File: src/rtl/core/b64sd_pkg.sv
package b64sd_pkg;

  // Input item kinds
  localparam logic KIND_DATA  = 1'b0;
  localparam logic KIND_FLUSH = 1'b1;

  // Padding character '='
  localparam logic [7:0] PAD_CHAR = 8'h3D;

  // Status codes on the final result
  localparam logic STATUS_OK      = 1'b0;
  localparam logic STATUS_BAD_LEN = 1'b1;

  // Largest value the total_bytes field can show
  localparam logic [23:0] TOTAL_MAX = 24'hFF_FFFF;

  // Command queue between front and back
  localparam int FIFO_DEPTH     = 4;
  localparam int FIFO_PTR_BITS  = $clog2(FIFO_DEPTH);
  localparam int FIFO_CNT_BITS  = $clog2(FIFO_DEPTH + 1);

  // One unit of work for the back end: up to three bytes (MSB first),
  // optionally followed by the end-of-message summary.
  typedef struct packed {
    logic [23:0] word;
    logic [1:0]  nbytes;
    logic        fin;
    logic        stat;
  } cmd_t;

  // Sextet lookup: {miss, value}; miss set for characters outside the alphabet
  function automatic logic [6:0] sextet_of(input logic [7:0] c);
    logic [6:0] r;
    r = 7'h40;
    if (c >= 8'h41 && c <= 8'h5A) begin
      r = {1'b0, 6'(c - 8'h41)};
    end else if (c >= 8'h61 && c <= 8'h7A) begin
      r = {1'b0, 6'(c - 8'h61 + 8'd26)};
    end else if (c >= 8'h30 && c <= 8'h39) begin
      r = {1'b0, 6'(c - 8'h30 + 8'd52)};
    end else if (c == 8'h2B) begin
      r = {1'b0, 6'd62};
    end else if (c == 8'h2F) begin
      r = {1'b0, 6'd63};
    end
    return r;
  endfunction

endpackage

File: src/rtl/core/b64sd_front.sv
module b64sd_front (
  input  logic              clk,
  input  logic              rst,
  input  logic              in_valid,
  output logic              in_stall,
  input  logic              kind,
  input  logic [7:0]        char_in,
  input  logic              q_full,
  output logic              q_push,
  output b64sd_pkg::cmd_t   q_cmd
);

  logic [17:0] accum;
  logic [1:0]  cnt;
  logic        pad;
  logic        accept;
  logic [6:0]  lookup;
  logic        is_sym;
  logic        is_pad;

  assign in_stall = q_full;
  assign accept   = in_valid && !q_full;
  assign lookup   = b64sd_pkg::sextet_of(char_in);
  assign is_pad   = (char_in == b64sd_pkg::PAD_CHAR);
  assign is_sym   = !lookup[6] && !pad;

  // Classify the item and build the command for the back end
  always_comb begin
    q_push = 1'b0;
    q_cmd  = '0;
    if (kind == b64sd_pkg::KIND_FLUSH) begin
      q_push   = accept;
      q_cmd.fin = 1'b1;
      unique case (cnt)
        2'd1: begin
          q_cmd.stat = b64sd_pkg::STATUS_BAD_LEN;
        end
        2'd2: begin
          q_cmd.word   = {accum[11:4], 16'h0};
          q_cmd.nbytes = 2'd1;
        end
        2'd3: begin
          q_cmd.word   = {accum[17:2], 8'h0};
          q_cmd.nbytes = 2'd2;
        end
        default: begin
          q_cmd.stat = b64sd_pkg::STATUS_OK;
        end
      endcase
    end else begin
      q_push       = accept && is_sym && (cnt == 2'd3);
      q_cmd.word   = {accum, lookup[5:0]};
      q_cmd.nbytes = 2'd3;
    end
  end

  // Advance the group accumulator
  always_ff @(posedge clk) begin
    if (rst) begin
      accum <= '0;
      cnt   <= '0;
      pad   <= 1'b0;
    end else if (accept) begin
      if (kind == b64sd_pkg::KIND_FLUSH) begin
        accum <= '0;
        cnt   <= '0;
        pad   <= 1'b0;
      end else if (!pad && is_pad) begin
        pad <= 1'b1;
      end else if (is_sym) begin
        if (cnt == 2'd3) begin
          accum <= '0;
          cnt   <= '0;
        end else begin
          accum <= {accum[11:0], lookup[5:0]};
          cnt   <= cnt + 2'd1;
        end
      end
    end
  end

endmodule

File: src/rtl/core/b64sd_fifo.sv
module b64sd_fifo (
  input  logic              clk,
  input  logic              rst,
  input  logic              push,
  input  b64sd_pkg::cmd_t   wr_cmd,
  output logic              full,
  input  logic              pop,
  output logic              not_empty,
  output b64sd_pkg::cmd_t   rd_cmd
);

  b64sd_pkg::cmd_t mem [b64sd_pkg::FIFO_DEPTH];
  logic [b64sd_pkg::FIFO_PTR_BITS-1:0] wr_ptr;
  logic [b64sd_pkg::FIFO_PTR_BITS-1:0] rd_ptr;
  logic [b64sd_pkg::FIFO_CNT_BITS-1:0] count;
  logic do_push;
  logic do_pop;

  assign full      = (count == b64sd_pkg::FIFO_CNT_BITS'(b64sd_pkg::FIFO_DEPTH));
  assign not_empty = (count != '0);
  assign rd_cmd    = mem[rd_ptr];
  assign do_push   = push && !full;
  assign do_pop    = pop && not_empty;

  // Store entries
  always_ff @(posedge clk) begin
    if (do_push) begin
      mem[wr_ptr] <= wr_cmd;
    end
  end

  // Advance pointers and occupancy
  always_ff @(posedge clk) begin
    if (rst) begin
      wr_ptr <= '0;
      rd_ptr <= '0;
      count  <= '0;
    end else begin
      if (do_push) begin
        wr_ptr <= wr_ptr + 1'b1;
      end
      if (do_pop) begin
        rd_ptr <= rd_ptr + 1'b1;
      end
      if (do_push && !do_pop) begin
        count <= count + 1'b1;
      end else if (do_pop && !do_push) begin
        count <= count - 1'b1;
      end
    end
  end

endmodule

File: src/rtl/core/b64sd_back.sv
module b64sd_back #(
  parameter int COUNT_BITS = 24
) (
  input  logic              clk,
  input  logic              rst,
  input  logic              q_valid,
  input  b64sd_pkg::cmd_t   q_cmd,
  output logic              q_pop,
  output logic              out_valid,
  input  logic              out_stall,
  output logic [7:0]        out_byte,
  output logic              byte_valid,
  output logic              status,
  output logic [23:0]       total_bytes,
  output logic              last
);

  localparam int EXT_BITS = (COUNT_BITS > 24) ? COUNT_BITS : 24;

  logic                  busy;
  logic [23:0]           word;
  logic [1:0]            nleft;
  logic                  fin;
  logic                  stat;
  logic [COUNT_BITS-1:0] byte_cnt;
  logic [EXT_BITS-1:0]   cnt_ext;
  logic [23:0]           total_sat;
  logic                  out_free;
  logic                  advance;
  logic                  done;

  assign out_free  = !out_valid || !out_stall;
  assign advance   = busy && out_free;
  assign done      = (nleft == 2'd0) || (nleft == 2'd1 && !fin);
  assign q_pop     = q_valid && (!busy || (advance && done));
  assign cnt_ext   = EXT_BITS'(byte_cnt);
  assign total_sat = (cnt_ext > EXT_BITS'(b64sd_pkg::TOTAL_MAX)) ?
                     b64sd_pkg::TOTAL_MAX : cnt_ext[23:0];

  // Load and step the working command
  always_ff @(posedge clk) begin
    if (rst) begin
      busy <= 1'b0;
    end else if (q_pop) begin
      busy <= 1'b1;
    end else if (advance && done) begin
      busy <= 1'b0;
    end
  end

  always_ff @(posedge clk) begin
    if (q_pop) begin
      word  <= q_cmd.word;
      nleft <= q_cmd.nbytes;
      fin   <= q_cmd.fin;
      stat  <= q_cmd.stat;
    end else if (advance && nleft != 2'd0) begin
      word  <= {word[15:0], 8'h0};
      nleft <= nleft - 2'd1;
    end
  end

  // Count bytes of the message; clear on the summary
  always_ff @(posedge clk) begin
    if (rst) begin
      byte_cnt <= '0;
    end else if (advance) begin
      if (nleft != 2'd0) begin
        if (byte_cnt != '1) begin
          byte_cnt <= byte_cnt + 1'b1;
        end
      end else begin
        byte_cnt <= '0;
      end
    end
  end

  // Output register
  always_ff @(posedge clk) begin
    if (rst) begin
      out_valid <= 1'b0;
    end else if (advance) begin
      out_valid <= 1'b1;
    end else if (!out_stall) begin
      out_valid <= 1'b0;
    end
  end

  always_ff @(posedge clk) begin
    if (advance) begin
      if (nleft != 2'd0) begin
        out_byte    <= word[23:16];
        byte_valid  <= 1'b1;
        status      <= b64sd_pkg::STATUS_OK;
        total_bytes <= '0;
        last        <= 1'b0;
      end else begin
        out_byte    <= '0;
        byte_valid  <= 1'b0;
        status      <= stat;
        total_bytes <= total_sat;
        last        <= 1'b1;
      end
    end
  end

endmodule

File: src/rtl/core/base64_stream_decoder.sv
// Streaming base64 decoder, one character per input item.
// Input channel: in_valid/in_stall with kind (0 data, 1 end of message) and
// char_in. Characters outside the alphabet are skipped; after '=' the rest
// of the message is ignored.
// Output channel: out_valid/out_stall with out_byte, byte_valid, status,
// total_bytes and last. Every fourth alphabet character yields three byte
// items; an end-of-message item yields zero to two byte items and then one
// summary item with last set, status (1 = single leftover character) and the
// saturating byte count of the message.
// Throughput: one input item per cycle while in_stall is low; the output side
// delivers one item per cycle while out_stall is low.
// Each result passes through the command queue, the working command register
// and the output register before it is presented.
// A four-entry command queue separates the character front end from the
// byte emitter; in_stall rises only when that queue is full.
// Reset clears the decode state, the queue and the output valid flag. While
// out_stall is high the presented item holds and work backs up into the
// queue and then onto in_stall.
module base64_stream_decoder #(
  parameter int COUNT_BITS = 24
) (
  input  logic        clk,
  input  logic        rst,
  input  logic        in_valid,
  output logic        in_stall,
  input  logic        kind,
  input  logic [7:0]  char_in,
  output logic        out_valid,
  input  logic        out_stall,
  output logic [7:0]  out_byte,
  output logic        byte_valid,
  output logic        status,
  output logic [23:0] total_bytes,
  output logic        last
);

  logic            q_full;
  logic            q_push;
  logic            q_pop;
  logic            q_valid;
  b64sd_pkg::cmd_t push_cmd;
  b64sd_pkg::cmd_t head_cmd;

  b64sd_front u_front (
    .clk      (clk),
    .rst      (rst),
    .in_valid (in_valid),
    .in_stall (in_stall),
    .kind     (kind),
    .char_in  (char_in),
    .q_full   (q_full),
    .q_push   (q_push),
    .q_cmd    (push_cmd)
  );

  b64sd_fifo u_fifo (
    .clk       (clk),
    .rst       (rst),
    .push      (q_push),
    .wr_cmd    (push_cmd),
    .full      (q_full),
    .pop       (q_pop),
    .not_empty (q_valid),
    .rd_cmd    (head_cmd)
  );

  b64sd_back #(
    .COUNT_BITS (COUNT_BITS)
  ) u_back (
    .clk         (clk),
    .rst         (rst),
    .q_valid     (q_valid),
    .q_cmd       (head_cmd),
    .q_pop       (q_pop),
    .out_valid   (out_valid),
    .out_stall   (out_stall),
    .out_byte    (out_byte),
    .byte_valid  (byte_valid),
    .status      (status),
    .total_bytes (total_bytes),
    .last        (last)
  );

endmodule
File: config.mk
export PLATFORM = sky130hd
export DESIGN_NAME = base64_stream_decoder
export DESIGN_NICKNAME = d
export VERILOG_FILES = /design/src/rtl/core/b64sd_pkg.sv /design/src/rtl/core/b64sd_front.sv /design/src/rtl/core/b64sd_fifo.sv /design/src/rtl/core/b64sd_back.sv /design/src/rtl/core/base64_stream_decoder.sv
export SDC_FILE = /design/constraint.sdc
export NUM_CORES = 1
export LEC_CHECK = 0
export BUFFER_PORTS_ARGS = -buffer_cell sky130_fd_sc_hd__buf_2
export CORE_MARGIN = 3
export CORE_UTILIZATION = 39
export CTS_BUF_LIST = sky130_fd_sc_hd__clkbuf_8
export DETAILED_ROUTE_END_ITERATION = 10
export PLACE_DENSITY = 0.59
export SLEW_MARGIN = 20
export SYNTH_ARGS = -nofsm -noshare
export SYNTH_HDL_FRONTEND = slang
export SYNTH_SLANG_ARGS = --single-unit
File: constraint.sdc
create_clock -name clk -period 7.7 [get_ports clk]
set_input_delay 0.385 -clock clk [delete_from_list [all_inputs] [get_ports clk]]
set_output_delay 0.385 -clock clk [all_outputs]
set_load 0.05 [all_outputs]
Yosys cells after proc, flatten, opt, wreduce, memory -nomap -nowiden
Memories as Yosys holds them, arrays and structs flattened. A register that Yosys moved wholly into a read port is not among the register bits.
Cells that the tools add are included.
{ "totals": {"ram_bits": 112, "n_memories": 1, "register_bits": 117, "out_inout_bits": 37} }
{ "memory_table": {"columns": ["name", "depth", "word_bits", "read_ports", "rd_clocked_by_memory_dff", "write_ports", "line", "rtl"], "rows": [
  ["u_fifo.mem", 4, 28, 1, 1, 1, "b64sd_fifo.sv:12", "b64sd_pkg::cmd_t mem [b64sd_pkg::FIFO_DEPTH];"]
]} }
{ "classes": {"reduce_logical": 40, "eq_ne": 12, "order_cmp": 7, "mux": 39, "addsub": 12} }
{ "ops": {"columns": ["operator", "count"], "rows": [
  ["24-bit 2-to-1 mux", 5],
  ["18-bit 2-to-1 mux", 4],
  ["26-bit one-hot mux with 2 select lines", 1],
  ["7-bit 2-to-1 mux", 5],
  ["26-bit 2-to-1 mux", 1],
  ["24-bit by 1-bit adder with 24-bit output (second input constant)", 1],
  ["8-bit by 6-bit equality test with 1-bit output (second input constant)", 3],
  ["24-bit greater-than comparator (second input constant)", 1],
  ["24-bit inequality test (second input constant)", 1],
  ["2-bit 2-to-1 mux", 9],
  ["1-bit logical AND", 17],
  ["8-bit by 7-bit greater-or-equal comparator with 1-bit output (second input constant)", 2],
  ["8-bit by 7-bit <= comparator with 1-bit output (second input constant)", 2],
  ["1-bit 2-to-1 mux", 12],
  ["2-bit nonzero test", 6],
  ["6-bit subtractor (second input constant)", 2],
  ["1-bit zero test", 9],
  ["8-bit by 6-bit greater-or-equal comparator with 1-bit output (second input constant)", 1],
  ["8-bit by 6-bit <= comparator with 1-bit output (second input constant)", 1],
  ["2-bit by 1-bit adder with 2-bit output (second input constant)", 3],
  ["6-bit by 5-bit adder with 6-bit output (second input constant)", 1],
  ["6-bit adder (second input constant)", 1],
  ["3-bit 2-to-1 mux", 2],
  ["6-bit by 1-bit subtractor with 6-bit output (second input constant)", 1],
  ["other kinds (13)", 19]
]} }

Longest topological paths before layout
{ "depth": {"word_depth": 16, "depth_mapped": 14, "ltp_nobuf": 13} }

Cells and area by module
Synthesis repeated with hierarchy kept, for this count alone.
{ "hier_totals": {"cells_unflattened": 728, "area_unflattened_um2": 10234.8} }
{ "modules_own_cells": {"columns": ["module", "area_per_inst_um2", "instances", "cells_per_inst", "seq_area_each_um2"], "rows": [
  ["b64sd_fifo", 4559.4, 1, 194, 3543.4],
  ["b64sd_back", 4011.3, 1, 323, 2412.3],
  ["b64sd_front", 1664.1, 1, 211, 420.4]
]} }

Worst setup path before layout
OpenSTA, ideal clock, no wires.
{ "synth_timing": {"kind": "register to register", "startpoint": "register u_back.nleft[0]", "endpoint": "register u_back.nleft[0] (enable)", "stages_incl_launch_ff": 6, "path_slack_ns": 4.388, "path_buffers": 2, "arrival_time_ns": 2.866, "setup_time_ns": 0.445, "period_less_slack_ns": 3.312, "path_cell_list": "edfxtp_1 > inv_1 > ha_1 > clkbuf_1 > clkbuf_1 > o21ai_0"} }
{ "synth_between": {"elab_chain_len": 7} }
{ "synth_rtl": {"columns": ["item", "line", "rtl"], "rows": [
  ["from (decl)", "b64sd_back.sv:22", "logic [1:0] nleft;"],
  ["from (signal assigned)", "b64sd_back.sv:54", "nleft <= q_cmd.nbytes;"],
  ["from (signal assigned)", "b64sd_back.sv:59", "nleft <= nleft - 2'd1;"],
  ["2-bit by 1-bit equality test with 1-bit output", "b64sd_back.sv:34", "assign done = (nleft == 2'd0) || (nleft == 2'd1 && !fin);"],
  ["1-bit logical AND", "b64sd_back.sv:34", null],
  ["1-bit logical OR", "b64sd_back.sv:34", null],
  ["1-bit logical AND", "b64sd_back.sv:35", "assign q_pop = q_valid && (!busy || (advance && done));"],
  ["1-bit logical OR", "b64sd_back.sv:35", null],
  ["1-bit logical AND", "b64sd_back.sv:35", null],
  ["2-bit nonzero test (no line) (*)", null, null]
]} }
Mark *: on every way between the ends. The rest lies on a longest branch, timed or not.
A chain may end at the register's enable or synchronous reset.

Worst setup path in the final report
{ "layout_timing": {"startpoint": "input char_in[2]", "endpoint": "register u_fifo.count[2] in the netlist's numbering"} }
{ "layout_between": {"elab_chain_len": 15} }
{ "layout_rtl": {"columns": ["item", "line", "rtl"], "rows": [
  ["from (decl)", "base64_stream_decoder.sv:27", "input logic [7:0] char_in,"],
  ["branches (longest 5 deep; another with 8-bit by 6-bit greater-or-equal comparator with 1-bit output)", null, null],
  ["7-bit 2-to-1 mux (*)", "b64sd_pkg.sv:35", "if (c >= 8'h41 && c <= 8'h5A) begin"],
  ["1-bit zero test (*)", "b64sd_front.sv:25", "assign is_sym = !lookup[6] && !pad;"],
  ["1-bit logical AND (*)", "b64sd_front.sv:25", null],
  ["1-bit logical AND (*) (2 in series)", "b64sd_front.sv:51", "q_push = accept && is_sym && (cnt == 2'd3);"],
  ["1-bit 2-to-1 mux (*)", "b64sd_front.sv:31", "if (kind == b64sd_pkg::KIND_FLUSH) begin"],
  ["1-bit logical AND (*)", "b64sd_fifo.sv:22", "assign do_push = push && !full;"],
  ["named net u_fifo.do_push", "b64sd_fifo.sv:16", "logic do_push;"],
  ["1-bit zero test", "b64sd_fifo.sv:47", "end else if (do_pop && !do_push) begin"],
  ["1-bit logical AND", "b64sd_fifo.sv:47", null],
  ["2-bit nonzero test (no line)", null, null],
  ["to (signal assigned)", "b64sd_fifo.sv:46", "count <= count + 1'b1;"],
  ["to (signal assigned)", "b64sd_fifo.sv:48", "count <= count - 1'b1;"],
  ["to (decl)", "b64sd_fifo.sv:15", "logic [b64sd_pkg::FIFO_CNT_BITS-1:0] count;"]
]} }
Mark *: on every way through the listed nets, which the timed path passes.

==> impl_results.md <==
- Clock latency reported for the late side of the worst-skew pair: 0.52 ns
- Maximum fanout count along the critical path: 10
- Total placed instance area: between 10000 and 15000 sq um
- Sw power: 1.206 mW
- Hold Vio Cnt, Final: 0
- Detail Route Antenna Nets: 0
- Top cell type by total area after synthesis: sky130_fd_sc_hd__edfxtp_1
- Run status: complete, no violations
- Maximum cell stage delay along the critical path: 0.49 ns
- Routability congestion estimate from global placement: roughly 0.8
- Vias: between 5k and 6k
- Internal: 2.520 mW
- Netlist area before placement: just under 10000 sq um
- Number of global-route vias before repair: about 5.8k
- Post-route cell area: 11090 sq um
- Maximum clock rate: around 340 MHz
- CP cell instances: buf_2 > inv_1 > ha_1 > a21oi_1 > a311oi_2 > a311oi_4 > o311ai_1 > nand2_1 > ha_1 > inv_1 > fa_1 > xor2_1 > or3_1 > a21oi_1
- Starting density of the core: 39.86%
- Largest net degree at the start of global routing: 42
- Max rail drop VDD: between 0.0002 and 0.0003 V
- Synth-to-Final Area Change: 13.70%
- DP Cell Count: between 1k and 1.5k
- CP endpoint kind: flip-flop
- GRT overflow: 0
- PostCTS Resize Cnt: 0
- Post-synthesis async set-or-reset flop share: 0%
- Worst path bufs/invs: 3
- Bufs on Longest Clock Path: 3
- Die Outline Area: 26940 sq um
- Syn Inst Count: 678
- Power density of the placed cells: 336.1 nW/um^2
- Floorplan Core Area: 24460 sq um
- Post-Synthesis Net Count: 712
- Worst hold path class: in -> reg
- Static leakage: roughly 3.9 nW
- Setup crit start kind: input port
- Count of cell types in the netlist: 60
- Reg clk slew, reported paths: 0.05 ns
- Seq pwr share: 45.9%
- Routed Wire Length: 18890 um
- Kind of critical path: in -> reg
- Top-Level Pins: 50
- Gr usage total: between 10% and 20%
- First-pass GRT wire length: 30670 um
- Worst hold slack: 0.1271 ns
- Clock network fraction of total power: 28.0%
- Slew at the pin with the worst max-slew slack: 0.8471 ns
- Logic pwr share: 26.1%
- Die boundary height: 164.1 um
- Setup slack of the most critical reg-to-reg path: 4.76 ns
- Number of port buffers: 49
- EDFF count, synth: 175
- Width of the die: between 150 and 200 um
- Highest-count cells in the layout ignoring fill and taps: sky130_fd_sc_hd__edfxtp_1 (175), sky130_fd_sc_hd__dfxtp_1 (55), sky130_fd_sc_hd__buf_2 (49), sky130_fd_sc_hd__and2_1 (48), sky130_fd_sc_hd__clkbuf_8 (42)
- Remaining routing DRC violations: 0
- Number of synthesis warnings: 0
- Nets@finish: 778
- Hold-fix buffer count after cts: 0
- Detail-routed net length per standard cell: 17.19 um
- Clock buffers created by TritonCTS: 41
- Post-detailed-route via-to-cell ratio: 5.190
- Final worst clock skew: 0.01541 ns
- Post-route clock period utilization: 38.57%
- Post-DP HPWL: 11530 um
- Max-slew headroom: 43.39%
- Worst EP required: 8.14 ns
- Post-CTS Setup Repair Bufs: 0
- Most frequent standard cell in the layout excluding fill and tap cells: sky130_fd_sc_hd__edfxtp_1
- Total Power: 3.726 mW
- Ranking of synthesized cells by area: sky130_fd_sc_hd__edfxtp_1 (54%), sky130_fd_sc_hd__dfxtp_1 (11%), sky130_fd_sc_hd__mux4_2 (6.5%)
- Final critical-path required period: 2.970 ns
- Worst Path Arrival: 3.41 ns
- Number of maximum-capacitance constraint violations: 0
- Portion of the post-synthesis area used by sequential elements: ~65%
- FF+latch count, synth: 231
- CTS tree: built
- Number of endpoints failing setup at the final stage: 0
- Violation count after the first detailed-route iteration: between 300 and 400
- Antenna violations before repair: 0
- Most common flop cell mapped by yosys: sky130_fd_sc_hd__edfxtp_1
- RSZ-0062 raised after global routing: no
- H-tree Lvls: 2
- Post-synthesis average cell area: 14.38 sq um
- Setup total negative slack: 0 ns
- Count of TritonRoute iterations in the first routing pass: 5
- Layout cell share with drive strength beyond 1: 22.19%
- Root buffer cell: sky130_fd_sc_hd__clkbuf_8
- Row count: 57
- Antenna diode instance count: 0
- Switching fraction of total power: 32.37%
- CTS sink count: around 230
- Largest delay contributor family on the critical path: compound AO/OA/AOI/OAI gates
- Cell with the largest stage delay on the worst path: sky130_fd_sc_hd__a311oi_4
- Slew Limit Fails: 0
- Final instance count without filler cells: 1099
- Top-area cell type share of the netlist area: a little over half
==> metrics by stage <==
| step | utilization, % | worst slack, ns |
|---|---|---|
| after floorplan | - | 4.388 |
| after global placement | 42.20 | 4.304 |
| after detailed placement | 42.21 | 4.229 |
| after CTS | 45.32 | 4.729 |
| after global routing | 45.33 | 4.501 |
| final | 45.33 | 4.730 |
==> power by group through the flow <==
| stage | Sequential [mW] | Clock, mW | Combinational (mW) |
|---|---|---|---|
| global route | 1.73 | 1.13 | 1.05 |
| CTS | 1.72 | 1.08 | 0.994 |
| finish | 1.71 | 1.04 | 0.973 |
| floorplan | 1.92 | 0 | 0.548 |
| global placement | 1.73 | 0 | 0.982 |
| detailed placement | 1.74 | 0 | 0.989 |
==> logic make-up after synthesis <==
kind of cell	count (synthesis)	share of synthesized area [%]
AOI/OAI and AO/OA	97	7.557
xor gates and xnor gates	26	2.335
adders and majority gates	21	2.771
buffers and inverters	59	2.566
DFF	231	65.38
muxes	47	8.635
and+or+nand+nor	197	10.75
==> synthesized netlist by cell type, types with 3 or more instances <==
| library cell | count |
|---|---|
| sky130_fd_sc_hd__nand2_1 | 35 |
| sky130_fd_sc_hd__nand4_1 | 9 |
| sky130_fd_sc_hd__o31ai_2 | 6 |
| sky130_fd_sc_hd__nor4_1 | 6 |
| sky130_fd_sc_hd__edfxtp_1 | 175 |
| sky130_fd_sc_hd__dfxtp_1 | 56 |
| sky130_fd_sc_hd__a31o_1 | 12 |
| sky130_fd_sc_hd__and3_1 | 6 |
| sky130_fd_sc_hd__nor2_1 | 37 |
| sky130_fd_sc_hd__ha_1 | 20 |
| sky130_fd_sc_hd__xor2_1 | 6 |
| sky130_fd_sc_hd__nand2b_1 | 3 |
| sky130_fd_sc_hd__mux4_2 | 28 |
| sky130_fd_sc_hd__mux2_2 | 17 |
| sky130_fd_sc_hd__and2_1 | 48 |
| sky130_fd_sc_hd__and4_1 | 5 |
| sky130_fd_sc_hd__buf_2 | 8 |
| sky130_fd_sc_hd__nor3_1 | 11 |
| sky130_fd_sc_hd__a22o_1 | 8 |
| sky130_fd_sc_hd__xnor2_1 | 20 |
| sky130_fd_sc_hd__nor2b_1 | 13 |
| sky130_fd_sc_hd__a32o_1 | 3 |
| sky130_fd_sc_hd__inv_1 | 21 |
| sky130_fd_sc_hd__a21oi_1 | 27 |
| sky130_fd_sc_hd__o21ai_0 | 19 |
| sky130_fd_sc_hd__nor3b_1 | 3 |
| sky130_fd_sc_hd__or3_1 | 4 |
| sky130_fd_sc_hd__nand3_1 | 13 |
| sky130_fd_sc_hd__clkbuf_1 | 25 |
==> state kept, by name (all words and copies together) (netlist names), 2 cells and up, named ones only <==
name	flops
u_fifo.mem	112
u_back.word	24
u_fifo.rd_ptr	2
u_back.nleft	2
u_front.cnt	2
u_fifo.wr_ptr	2
u_back.out_byte	8
u_back.byte_cnt	24
u_back.total_bytes	24
u_fifo.count	3
u_front.accum	18
==> final cells by class <==
| class | count | area, sq um |
|---|---|---|
| well taps | 324 | 405.4 |
| multi-input cells | 388 | 3131 |
| clock inverters | 32 | 183.9 |
| flip-flops and latches | 231 | 6380 |
| clock buffers | 42 | 578.1 |
| fillers | 2174 | 13370 |
| repair buffers | 60 | 327.8 |
| inverters | 22 | 82.58 |
==> worst reg2reg max path: stages, from the launching register on <==
cell,delay [ns]
sky130_fd_sc_hd__dfxtp_1,0.41
sky130_fd_sc_hd__nor3b_1,0.10
sky130_fd_sc_hd__nor2b_1,0.27
sky130_fd_sc_hd__nand2_1,0.52
sky130_fd_sc_hd__nand2_1,0.31
sky130_fd_sc_hd__ha_1,0.23
sky130_fd_sc_hd__inv_1,0.06
sky130_fd_sc_hd__fa_1,0.37
sky130_fd_sc_hd__xor2_1,0.16
sky130_fd_sc_hd__or3_1,0.30
sky130_fd_sc_hd__a21oi_1,0.13
==> per-layer routing <==
| layer | vias up | global-route usage (%) | routed length, um |
|---|---|---|---|
| li1 | 2677 | - | - |
| met1 | 2858 | 19.10 | 8415 |
| met2 | 142 | 23.88 | 9267 |
| met3 | 27 | 2.926 | 842 |
| met4 | 0 | 4.806 | 365 |
| met5 | - | 0 | 0 |
==> final timing paths <==
check	start	end	depth (start not counted)
worst max-delay path	char_in[2]	u_fifo.count[2]	14
worst min-delay path	out_stall	u_back.out_valid	3
worst max register to register	u_fifo.count[0]	u_fifo.count[2]	10
worst min register to register	u_front.accum[12]	u_front.accum[12]	1
Power figures use the tool's default switching activity.
